$ cat src/design/ckw_pkg.sv
// ckw_pkg: shared constants, types and the sorted keyword table for c_keyword_counter.
// Used by ckw_lexer and c_keyword_counter. Depends on nothing.
package ckw_pkg;

    localparam int CHAR_W     = 8;
    localparam int KEY_W      = 64;   // eight characters, first character in the top byte
    localparam int TABLE_SIZE = 31;   // keywords held in the table
    localparam int KW_IDX_W   = 5;    // keyword_index field width
    localparam int HIT_W      = 16;   // hit_count field width

    // defaults for the top-level parameters
    localparam int NUM_KEYWORDS_DEF  = 31;
    localparam int MAX_KEY_CHARS_DEF = 8;
    localparam int COUNT_BITS_DEF    = 16;

    // characters the lexer reacts to
    localparam logic [CHAR_W-1:0] CH_UNDERSCORE = 8'h5F;  // '_'
    localparam logic [CHAR_W-1:0] CH_HASH       = 8'h23;  // '#'
    localparam logic [CHAR_W-1:0] CH_SLASH      = 8'h2F;  // '/'
    localparam logic [CHAR_W-1:0] CH_STAR       = 8'h2A;  // '*'
    localparam logic [CHAR_W-1:0] CH_NEWLINE    = 8'h0A;  // '\n'
    localparam logic [CHAR_W-1:0] CH_SQUOTE     = 8'h27;  // single quote
    localparam logic [CHAR_W-1:0] CH_DQUOTE     = 8'h22;  // double quote
    localparam logic [CHAR_W-1:0] CH_SPACE      = 8'h20;
    localparam logic [CHAR_W-1:0] CH_TAB        = 8'h09;
    localparam logic [CHAR_W-1:0] CH_CR         = 8'h0D;

    // lookup request from the lexer: a finished word that may be a keyword
    typedef struct packed {
        logic             go;
        logic [KEY_W-1:0] key;
    } t_lookup;

    // Keyword table, left-aligned and zero padded, so that a numeric compare
    // gives dictionary order.
    function automatic logic [KEY_W-1:0] kw_key(input logic [KW_IDX_W-1:0] idx);
        logic [KEY_W-1:0] k;
        case (idx)
            5'd0:    k = {"auto",     32'h0};
            5'd1:    k = {"break",    24'h0};
            5'd2:    k = {"case",     32'h0};
            5'd3:    k = {"char",     32'h0};
            5'd4:    k = {"const",    24'h0};
            5'd5:    k = "continue";
            5'd6:    k = {"default",   8'h0};
            5'd7:    k = {"define",   16'h0};
            5'd8:    k = {"do",       48'h0};
            5'd9:    k = {"double",   16'h0};
            5'd10:   k = {"else",     32'h0};
            5'd11:   k = {"enum",     32'h0};
            5'd12:   k = {"extern",   16'h0};
            5'd13:   k = {"float",    24'h0};
            5'd14:   k = {"for",      40'h0};
            5'd15:   k = {"goto",     32'h0};
            5'd16:   k = {"if",       48'h0};
            5'd17:   k = {"int",      40'h0};
            5'd18:   k = {"long",     32'h0};
            5'd19:   k = "register";
            5'd20:   k = {"return",   16'h0};
            5'd21:   k = {"short",    24'h0};
            5'd22:   k = {"signed",   16'h0};
            5'd23:   k = {"static",   16'h0};
            5'd24:   k = {"struct",   16'h0};
            5'd25:   k = {"switch",   16'h0};
            5'd26:   k = {"typedef",   8'h0};
            5'd27:   k = "unsigned";
            5'd28:   k = {"void",     32'h0};
            5'd29:   k = "volatile";
            5'd30:   k = {"while",    24'h0};
            default: k = '0;
        endcase
        return k;
    endfunction

endpackage

$ cat src/design/ckw_lexer.sv
// ckw_lexer: character-level tokenizer for c_keyword_counter; one character per step.
// Tracks comments, words and '#', and hands out finished words for lookup.
// Depends on ckw_pkg.
module ckw_lexer #(
    parameter int MAX_KEY_CHARS = ckw_pkg::MAX_KEY_CHARS_DEF
) (
    input  logic                        i_clk,
    input  logic                        i_rst_n,
    input  logic                        i_step,
    input  logic [ckw_pkg::CHAR_W-1:0]  i_char,
    input  logic                        i_eot,
    output ckw_pkg::t_lookup            o_lookup
);

    localparam int LEN_W = $clog2(MAX_KEY_CHARS + 1);

    // lexer modes
    localparam logic [2:0] M_NORMAL     = 3'd0;
    localparam logic [2:0] M_WORD       = 3'd1;
    localparam logic [2:0] M_SLASH      = 3'd2;
    localparam logic [2:0] M_LINE       = 3'd3;
    localparam logic [2:0] M_BLOCK      = 3'd4;
    localparam logic [2:0] M_BLOCK_STAR = 3'd5;
    localparam logic [2:0] M_HASH       = 3'd6;

    logic [2:0]                 r_mode, n_mode;
    logic [ckw_pkg::KEY_W-1:0]  r_word, n_word;
    logic [LEN_W-1:0]           r_len,  n_len;
    logic                       r_unm,  n_unm;

    logic is_letter, is_digit, is_wc, is_space, is_quote;
    logic finish;

    // character classes
    always_comb begin
        is_letter = (i_char >= 8'h61 && i_char <= 8'h7A) || (i_char >= 8'h41 && i_char <= 8'h5A);
        is_digit  = (i_char >= 8'h30 && i_char <= 8'h39);
        is_wc     = is_letter || is_digit || (i_char == ckw_pkg::CH_UNDERSCORE);
        is_space  = (i_char == ckw_pkg::CH_SPACE) ||
                    (i_char >= ckw_pkg::CH_TAB && i_char <= ckw_pkg::CH_CR);
        is_quote  = (i_char == ckw_pkg::CH_SQUOTE) || (i_char == ckw_pkg::CH_DQUOTE);
    end

    // next lexer state; a word end or a lone slash falls through to normal handling
    always_comb begin
        logic do_normal;
        do_normal = 1'b0;
        finish    = 1'b0;
        n_mode    = r_mode;
        n_word    = r_word;
        n_len     = r_len;
        n_unm     = r_unm;
        case (r_mode)
            M_WORD: begin
                if (is_wc) begin
                    if (r_len < LEN_W'(MAX_KEY_CHARS)) begin
                        n_word[ckw_pkg::KEY_W-1 - ckw_pkg::CHAR_W*int'(3'(r_len)) -: ckw_pkg::CHAR_W]
                            = i_char;
                        n_len = r_len + 1'b1;
                    end else begin
                        n_unm = 1'b1;
                    end
                end else begin
                    finish    = 1'b1;
                    n_word    = '0;
                    n_len     = '0;
                    n_unm     = 1'b0;
                    do_normal = 1'b1;
                end
            end
            M_SLASH: begin
                if (i_char == ckw_pkg::CH_SLASH) begin
                    n_mode = M_LINE;
                end else if (i_char == ckw_pkg::CH_STAR) begin
                    n_mode = M_BLOCK;
                end else begin
                    do_normal = 1'b1;
                end
            end
            M_LINE: begin
                if (i_char == ckw_pkg::CH_NEWLINE) n_mode = M_NORMAL;
            end
            M_BLOCK: begin
                if (i_char == ckw_pkg::CH_STAR) n_mode = M_BLOCK_STAR;
            end
            M_BLOCK_STAR: begin
                if (i_char == ckw_pkg::CH_SLASH) begin
                    n_mode = M_NORMAL;
                end else if (i_char != ckw_pkg::CH_STAR) begin
                    n_mode = M_BLOCK;
                end
            end
            M_HASH: begin
                if (is_letter || is_quote) begin
                    n_mode = M_WORD;
                    n_word = {i_char, {(ckw_pkg::KEY_W-ckw_pkg::CHAR_W){1'b0}}};
                    n_len  = LEN_W'(1);
                    n_unm  = is_quote;
                end else begin
                    n_mode = M_NORMAL;
                end
            end
            default: begin
                do_normal = 1'b1;
            end
        endcase

        // handling between tokens
        if (do_normal) begin
            n_mode = M_NORMAL;
            if (is_space) begin
                n_mode = M_NORMAL;
            end else if (i_char == ckw_pkg::CH_SLASH) begin
                n_mode = M_SLASH;
            end else if (i_char == ckw_pkg::CH_HASH) begin
                n_mode = M_HASH;
            end else if (is_letter || is_quote) begin
                n_mode = M_WORD;
                n_word = {i_char, {(ckw_pkg::KEY_W-ckw_pkg::CHAR_W){1'b0}}};
                n_len  = LEN_W'(1);
                n_unm  = is_quote;
            end
        end
    end

    // Lookup request. A character that ends a word can only open a quoted
    // word, so at most one word per character needs a lookup.
    always_comb begin
        o_lookup.go  = 1'b0;
        o_lookup.key = r_word;
        if (finish) begin
            o_lookup.go = !r_unm;
        end else if (i_eot && n_mode == M_WORD) begin
            o_lookup.go  = !n_unm;
            o_lookup.key = n_word;
        end
    end

    // state registers; end of text returns the lexer to its reset state
    always_ff @(posedge i_clk) begin
        if (!i_rst_n) begin
            r_mode <= M_NORMAL;
            r_word <= '0;
            r_len  <= '0;
            r_unm  <= 1'b0;
        end else if (i_step) begin
            if (i_eot) begin
                r_mode <= M_NORMAL;
                r_word <= '0;
                r_len  <= '0;
                r_unm  <= 1'b0;
            end else begin
                r_mode <= n_mode;
                r_word <= n_word;
                r_len  <= n_len;
                r_unm  <= n_unm;
            end
        end
    end

endmodule

$ cat src/design/c_keyword_counter.sv
// c_keyword_counter: top level. Counts C keywords in a character stream and
// reports the counts at end of text. Depends on ckw_pkg and ckw_lexer.
//
// Usage
//   Slave channel: one source character per item in tdata, tlast on the final
//   character of the text. Master channel: one item per keyword seen, in table
//   order, with tdata = {hit_count, keyword_index}; tuser flags the single item
//   sent when no keyword was seen; tlast marks the final item of the report.
// Timing
//   A character that closes a candidate word is followed by a binary search of the
//   sorted table through one 64-bit comparator. At end of text the report
//   sweeps the count registers one entry per cycle up to the last nonzero
//   entry, each emitted item also waiting for a free output register; the
//   input is not ready during search and report.
// Reset
//   Synchronous, active low: lexer to normal, all counts zero, output empty.
// Stall
//   The output register holds its item while tready is low; the sweep waits.
module c_keyword_counter #(
    parameter int NUM_KEYWORDS  = ckw_pkg::NUM_KEYWORDS_DEF,
    parameter int MAX_KEY_CHARS = ckw_pkg::MAX_KEY_CHARS_DEF,
    parameter int COUNT_BITS    = ckw_pkg::COUNT_BITS_DEF
) (
    input  logic        i_clk,
    input  logic        i_rst_n,
    input  logic        i_s_axis_tvalid,
    output logic        o_s_axis_tready,
    input  logic [7:0]  i_s_axis_tdata,   // [7:0] char_code
    input  logic        i_s_axis_tlast,   // end_of_text
    output logic        o_m_axis_tvalid,
    input  logic        i_m_axis_tready,
    output logic [23:0] o_m_axis_tdata,   // [4:0] keyword_index, [20:5] hit_count, rest zero
    output logic        o_m_axis_tuser,   // none_found
    output logic        o_m_axis_tlast    // last_report
);

    localparam int NUM_ENTRIES = (NUM_KEYWORDS < ckw_pkg::TABLE_SIZE) ?
                                 NUM_KEYWORDS : ckw_pkg::TABLE_SIZE;
    localparam int IDX_W = (NUM_ENTRIES > 1) ? $clog2(NUM_ENTRIES) : 1;

    // sequencer states
    localparam logic [1:0] S_IDLE   = 2'd0;
    localparam logic [1:0] S_SEARCH = 2'd1;
    localparam logic [1:0] S_REPORT = 2'd2;

    logic [1:0]                r_state, n_state;
    logic [IDX_W-1:0]          r_lo, n_lo, r_hi, n_hi, r_addr, n_addr;
    logic [ckw_pkg::KEY_W-1:0] r_key;
    logic                      r_eot;
    logic [COUNT_BITS-1:0]     r_cnt [NUM_ENTRIES];
    logic [NUM_ENTRIES-1:0]    r_nz;
    logic                      r_out_valid;
    logic [ckw_pkg::KW_IDX_W-1:0] r_out_idx;
    logic [ckw_pkg::HIT_W-1:0] r_out_hit;
    logic                      r_out_none, r_out_last;

    ckw_pkg::t_lookup          lookup;
    logic                      accept;
    logic [IDX_W:0]            mid_sum;
    logic [IDX_W-1:0]          mid, rd_addr;
    logic [ckw_pkg::KEY_W-1:0] tbl_key;
    logic                      key_eq, key_lt;
    logic [COUNT_BITS-1:0]     cnt_rd;
    logic [31:0]               cnt_ext;
    logic                      cnt_inc, cnt_clr;
    logic [NUM_ENTRIES-1:0]    nz_above;
    logic                      rep_last, out_free, emit, emit_none;

    assign o_s_axis_tready = (r_state == S_IDLE);
    assign accept          = i_s_axis_tvalid && o_s_axis_tready;

    ckw_lexer #(
        .MAX_KEY_CHARS (MAX_KEY_CHARS)
    ) u_lexer (
        .i_clk    (i_clk),
        .i_rst_n  (i_rst_n),
        .i_step   (accept),
        .i_char   (i_s_axis_tdata),
        .i_eot    (i_s_axis_tlast),
        .o_lookup (lookup)
    );

    // shared comparator: probe the middle of the remaining table range
    assign mid_sum = {1'b0, r_lo} + {1'b0, r_hi};
    assign mid     = mid_sum[IDX_W:1];
    assign tbl_key = ckw_pkg::kw_key(ckw_pkg::KW_IDX_W'(mid));
    assign key_eq  = (r_key == tbl_key);
    assign key_lt  = (r_key < tbl_key);

    // single read port on the counts
    assign rd_addr = (r_state == S_SEARCH) ? mid : r_addr;
    assign cnt_rd  = r_cnt[rd_addr];
    assign cnt_ext = 32'(cnt_rd);

    // nonzero entries past the current sweep position
    always_comb begin
        for (int i = 0; i < NUM_ENTRIES; i++) begin
            nz_above[i] = r_nz[i] && (i > int'(r_addr));
        end
    end
    assign rep_last = (nz_above == '0);
    assign out_free = !r_out_valid || i_m_axis_tready;

    // sequencer
    always_comb begin
        n_state   = r_state;
        n_lo      = r_lo;
        n_hi      = r_hi;
        n_addr    = r_addr;
        cnt_inc   = 1'b0;
        cnt_clr   = 1'b0;
        emit      = 1'b0;
        emit_none = 1'b0;
        case (r_state)
            S_IDLE: begin
                if (accept) begin
                    n_lo   = '0;
                    n_hi   = IDX_W'(NUM_ENTRIES - 1);
                    n_addr = '0;
                    if (lookup.go) begin
                        n_state = S_SEARCH;
                    end else if (i_s_axis_tlast) begin
                        n_state = S_REPORT;
                    end
                end
            end
            S_SEARCH: begin
                if (key_eq || (key_lt && mid == r_lo) || (!key_lt && mid == r_hi)) begin
                    cnt_inc = key_eq && (cnt_rd != {COUNT_BITS{1'b1}});
                    n_addr  = '0;
                    n_state = r_eot ? S_REPORT : S_IDLE;
                end else if (key_lt) begin
                    n_hi = mid - 1'b1;
                end else begin
                    n_lo = mid + 1'b1;
                end
            end
            S_REPORT: begin
                if (r_nz == '0) begin
                    if (out_free) begin
                        emit_none = 1'b1;
                        n_state   = S_IDLE;
                    end
                end else if (!r_nz[r_addr]) begin
                    n_addr = r_addr + 1'b1;
                end else if (out_free) begin
                    emit    = 1'b1;
                    cnt_clr = 1'b1;
                    if (rep_last) begin
                        n_state = S_IDLE;
                    end else begin
                        n_addr = r_addr + 1'b1;
                    end
                end
            end
            default: begin
                n_state = S_IDLE;
            end
        endcase
    end

    // control registers
    always_ff @(posedge i_clk) begin
        if (!i_rst_n) begin
            r_state <= S_IDLE;
            r_lo    <= '0;
            r_hi    <= '0;
            r_addr  <= '0;
        end else begin
            r_state <= n_state;
            r_lo    <= n_lo;
            r_hi    <= n_hi;
            r_addr  <= n_addr;
        end
    end

    // word under search and the end-of-text mark that goes with it
    always_ff @(posedge i_clk) begin
        if (accept) begin
            r_key <= lookup.key;
            r_eot <= i_s_axis_tlast;
        end
    end

    // keyword counts; the report clears each entry as it is sent
    always_ff @(posedge i_clk) begin
        if (!i_rst_n) begin
            for (int i = 0; i < NUM_ENTRIES; i++) begin
                r_cnt[i] <= '0;
            end
            r_nz <= '0;
        end else if (cnt_inc) begin
            r_cnt[rd_addr] <= cnt_rd + 1'b1;
            r_nz[rd_addr]  <= 1'b1;
        end else if (cnt_clr) begin
            r_cnt[rd_addr] <= '0;
            r_nz[rd_addr]  <= 1'b0;
        end
    end

    // output register
    always_ff @(posedge i_clk) begin
        if (!i_rst_n) begin
            r_out_valid <= 1'b0;
        end else if (emit || emit_none) begin
            r_out_valid <= 1'b1;
        end else if (i_m_axis_tready) begin
            r_out_valid <= 1'b0;
        end
    end

    always_ff @(posedge i_clk) begin
        if (emit) begin
            r_out_idx  <= ckw_pkg::KW_IDX_W'(r_addr);
            r_out_hit  <= (cnt_ext > 32'hFFFF) ? 16'hFFFF : cnt_ext[15:0];
            r_out_none <= 1'b0;
            r_out_last <= rep_last;
        end else if (emit_none) begin
            r_out_idx  <= '0;
            r_out_hit  <= '0;
            r_out_none <= 1'b1;
            r_out_last <= 1'b1;
        end
    end

    assign o_m_axis_tvalid = r_out_valid;
    assign o_m_axis_tdata  = {3'b000, r_out_hit, r_out_idx};
    assign o_m_axis_tuser  = r_out_none;
    assign o_m_axis_tlast  = r_out_last;

    // search range never inverts
    a_range_order: assert property (@(posedge i_clk) disable iff (!i_rst_n)
        (r_state == S_SEARCH) |-> (r_lo <= r_hi))
        else $error("search range inverted");

    // a "none" item is always the last of its report
    a_none_last: assert property (@(posedge i_clk) disable iff (!i_rst_n)
        (r_out_valid && r_out_none) |-> r_out_last)
        else $error("none item without last mark");

    // the report leaves every count cleared
    a_report_clears: assert property (@(posedge i_clk) disable iff (!i_rst_n)
        (r_state == S_REPORT && n_state == S_IDLE) |=> (r_nz == '0))
        else $error("counts left after report");

endmodule
$ cat config.mk
export PLATFORM = sky130hd
export DESIGN_NAME = c_keyword_counter
export DESIGN_NICKNAME = d
export VERILOG_FILES = /design/src/design/ckw_pkg.sv /design/src/design/ckw_lexer.sv /design/src/design/c_keyword_counter.sv
export SDC_FILE = /design/constraint.sdc
export NUM_CORES = 2
export LEC_CHECK = 0
export ABC_AREA = 1
export BUFFER_PORTS_ARGS = -buffer_cell sky130_fd_sc_hd__buf_2
export CORE_MARGIN = 4
export CORE_UTILIZATION = 60
export DETAILED_ROUTE_END_ITERATION = 12
export PLACE_DENSITY = 0.73
export SYNTH_ARGS = -nofsm -noshare
export SYNTH_HDL_FRONTEND = slang
export SYNTH_SLANG_ARGS = --single-unit
$ cat constraint.sdc
create_clock -name i_clk -period 11.7 [get_ports i_clk]
set_clock_uncertainty 0.2 [all_clocks]
set_input_delay 2.34 -clock i_clk [delete_from_list [all_inputs] [get_ports i_clk]]
set_output_delay 2.34 -clock i_clk [all_outputs]
set_load 0.03 [all_outputs]
==> results.ini <==
[clock_tree]
cts_sinks=721
clock_latency_ps=650
ctsResizeCount=0
cts_buffers=77
cts_buffer_depth=3
post_cts_buffers=0
clkTransAtPathRegs_ps=70
hold_buffers=0
cts-root-buf=clkbuf_16
cts_tree=built
h-tree-depth=3

[floorplanning]
start_util=0.609
num_rows=93
dieArea_um2=70000
boundaryPins=41
core_area_um2=64800
die_y_um=265
fp.dieW_um=265

[sta]
tns_ps=0
rsz0062_at_grt=false
final.min_clock_period_ps=8020
maxSlewHeadroom=0.148
max_slew.worst_pin.slew_ps=1280
fmax_mhz=125
min_period_over_period=0.686
slew_violations=0
hold_viol=0
setup_viol=0

[route]
routedWlPerCell_um=21.9
drt-initial-drc-count=4864
drt_wl_total_mm=123
via_count=34052
viasPerCell=6.06
antenna_left=0
route.detailed.drc=0
first_pass_iters=6

[finish]
num-fill-cells=5528
final_cell_mix=nand2_1, nor2_1, edfxtp_1
final_core_util=0.650
syn_to_final_growth_pct=6.61
layout-drive-gt1-share=0.0728
stdcell_area_um2=42100
layout_commonest_cell=nand2_1
nets=4814

[setup_path]
end_kind=flip-flop
timing.rr.end=r_cnt[30][6]$_SDFFCE_PN0P_
critical-path-top-delay-family=simple AND/OR/NAND/NOR gates
cp.required_ps=11690
crit_fanout=62
worst-setup-path-type=flip-flop to flip-flop
rr_worst_depth=28
worst-path-buf-inv=7
cp-start-kind=flip-flop
cp_data_arrival_time_ps=8010
rrSetupSlack_ps=3680
max_stage_delay_ps=640
cp_slowest_cell=fa_1
r2r-start=r_lo[0]$_SDFFE_PN0P_
worst_path_most_repeated_cell=nand2_1

[yosys]
yosysWarnings=0
synth-main-ff-cell=edfxtp_1
ys_seq_area_frac=0.517
ys_async_sr_fraction=0
synth_area_um2=39500
synth_cell_types=61
synth_cells=4841
avgSynthCellArea_um2=8.16
yosys_register_bits=721
synth_edf_count=599

[global_route]
grt_max_degree=115
grt.overflow.total=0
met2_usage=0.481
grt_use_total=0.341
grt_first_pass_wirelength_mm=185
grt_pass1_vias=30496
antenna_found_initial=2
gr-usage-met1=0.520
grtUsageMet3=0.0859
busiest_layer=met1

[placed_design]
dpl.hpwl_mm=80.1
port-buffer-count=37
place_congestion=0.986
placed_cell_area_um2=39600

[min_path]
hold_path_end=o_m_axis_tuser$_SDFFE_PP0P_
min_path_cells=2
min_from=o_m_axis_tuser$_SDFFE_PP0P_
worstHoldPathType=flip-flop to flip-flop

[status]
status=complete, no violations

[power_and_ir_drop]
ir_worst_vdd_uv=180
power_per_cell_area_nw_per_um2=188
leakagePower_uw=0.0168

[flow_run]
drv_cap=0

## metal layers
layer / wire length, µm / vias up
li1: - / 15716
met1: 50700 / 15889
met2: 51300 / 2199
met3: 17500 / 248
met4: 3820 / 0
met5: 0 / -
## worst min-delay path: cells and delay by family (launching register included)
family                 cells  cell delay [ps]
AO/OA/AOI/OAI              1               50
flip-flops                 1              310
buffers and inverters      1               50
## per-stage QoR
step | cells | setup slack, ps | power [µW] | hold WS [ps]
finish | 5623 | 3680 | 7920 | 255
floorplan | 4843 | 6640 | 4620 | 245
detailed placement | 5485 | 3810 | 5430 | 239
global placement | 5485 | 3950 | 5410 | 245
global route | 5622 | 3240 | 8210 | 288
CTS | 5622 | 3760 | 7840 | 255
## flip-flops by register name, indices dropped and copies added, names as in the netlist, named ones only
name             flops
u_lexer.r_mode       3
o_m_axis_tvalid      1
r_out_idx            5
r_hi                 5
o_m_axis_tuser       1
o_m_axis_tlast       1
r_key               64
r_out_hit           16
r_eot                1
r_lo                 5
r_addr               5
r_cnt              512
u_lexer.r_word      64
u_lexer.r_unm        1
r_state              2
u_lexer.r_len        4
## logic make-up (layout without fill, tap and decap cells)
kind of cell | count (synthesis) | count (layout) | synth area share
buffers and inverters | 500 | 424 | 0.0597
other | 1 | 4 | 0.0000950
adders and majority gates | 92 | 92 | 0.0293
AOI/OAI and AO/OA | 521 | 521 | 0.0763
and+or+nand+nor | 2993 | 2993 | 0.314
xor gates and xnor gates | 11 | 11 | 0.00244
muxes | 2 | 2 | 0.000507
DFF | 721 | 721 | 0.517
## worst max path at each step
stage	from	slack (ps)	to	cells after the start
final	r_lo[0]$_SDFFE_PN0P_	3680	r_cnt[30][6]$_SDFFCE_PN0P_	28
after global routing	r_lo[0]$_SDFFE_PN0P_	3240	r_cnt[30][6]$_SDFFCE_PN0P_	28
after CTS	r_hi[0]$_SDFFE_PN0P_	3760	r_cnt[30][7]$_SDFFCE_PN0P_	28
after detailed placement	r_hi[0]$_SDFFE_PN0P_	3810	r_cnt[30][7]$_SDFFCE_PN0P_	28
after global placement	r_addr[0]$_SDFFE_PN0P_	3950	r_cnt[30][6]$_SDFFCE_PN0P_	25
after floorplan	r_lo[2]$_SDFFE_PN0P_	6640	r_cnt[11][0]$_SDFFCE_PN0P_	27
## synth_stat cells (all sizes together) (5+ instances only)
| master | n | area share |
|---|---|---|
| a211oi | 21 | 0.0040 |
| a21oi | 255 | 0.035 |
| a22oi | 22 | 0.0042 |
| a31oi | 10 | 0.0016 |
| buf | 172 | 0.028 |
| clkbuf | 125 | 0.012 |
| dfxtp | 122 | 0.062 |
| edfxtp | 599 | 0.46 |
| ha | 91 | 0.029 |
| inv | 200 | 0.019 |
| nand2 | 1753 | 0.17 |
| nand3 | 283 | 0.045 |
| nand4 | 49 | 0.0079 |
| nor2 | 839 | 0.081 |
| nor3 | 39 | 0.0049 |
| nor4 | 17 | 0.0027 |
| o2111ai | 6 | 0.0013 |
| o211ai | 11 | 0.0021 |
| o21ai | 160 | 0.021 |
| o221ai | 5 | 0.0011 |
| o22ai | 7 | 0.0011 |
| o31ai | 6 | 0.0011 |
| or2 | 8 | 0.0013 |
| xor2 | 8 | 0.0018 |
## power breakdown
| group | total, µW | leakage (µW) | internal (µW) | switching [µW] |
|---|---|---|---|---|
| combinational | 2500 | 0.00852 | 541 | 1960 |
| clock | 2450 | 0.00120 | 1400 | 1050 |
| sequential | 2970 | 0.00712 | 2910 | 57.8 |
| total | 7920 | 0.0168 | 4850 | 3070 |
## final cells by class
cell class | count | area (µm²) | area share
clock inverter | 31 | 379 | 0.00900
multi-input combinational | 3622 | 16800 | 0.399
clock buffer | 106 | 2100 | 0.0498
tap | 855 | 1070 | 0.0254
antenna | 1 | 2.50 | 0.0000594
inverter | 203 | 769 | 0.0183
timing repair buffer | 84 | 553 | 0.0131
sequential | 721 | 20400 | 0.485
(Power assumes the default switching activity.)
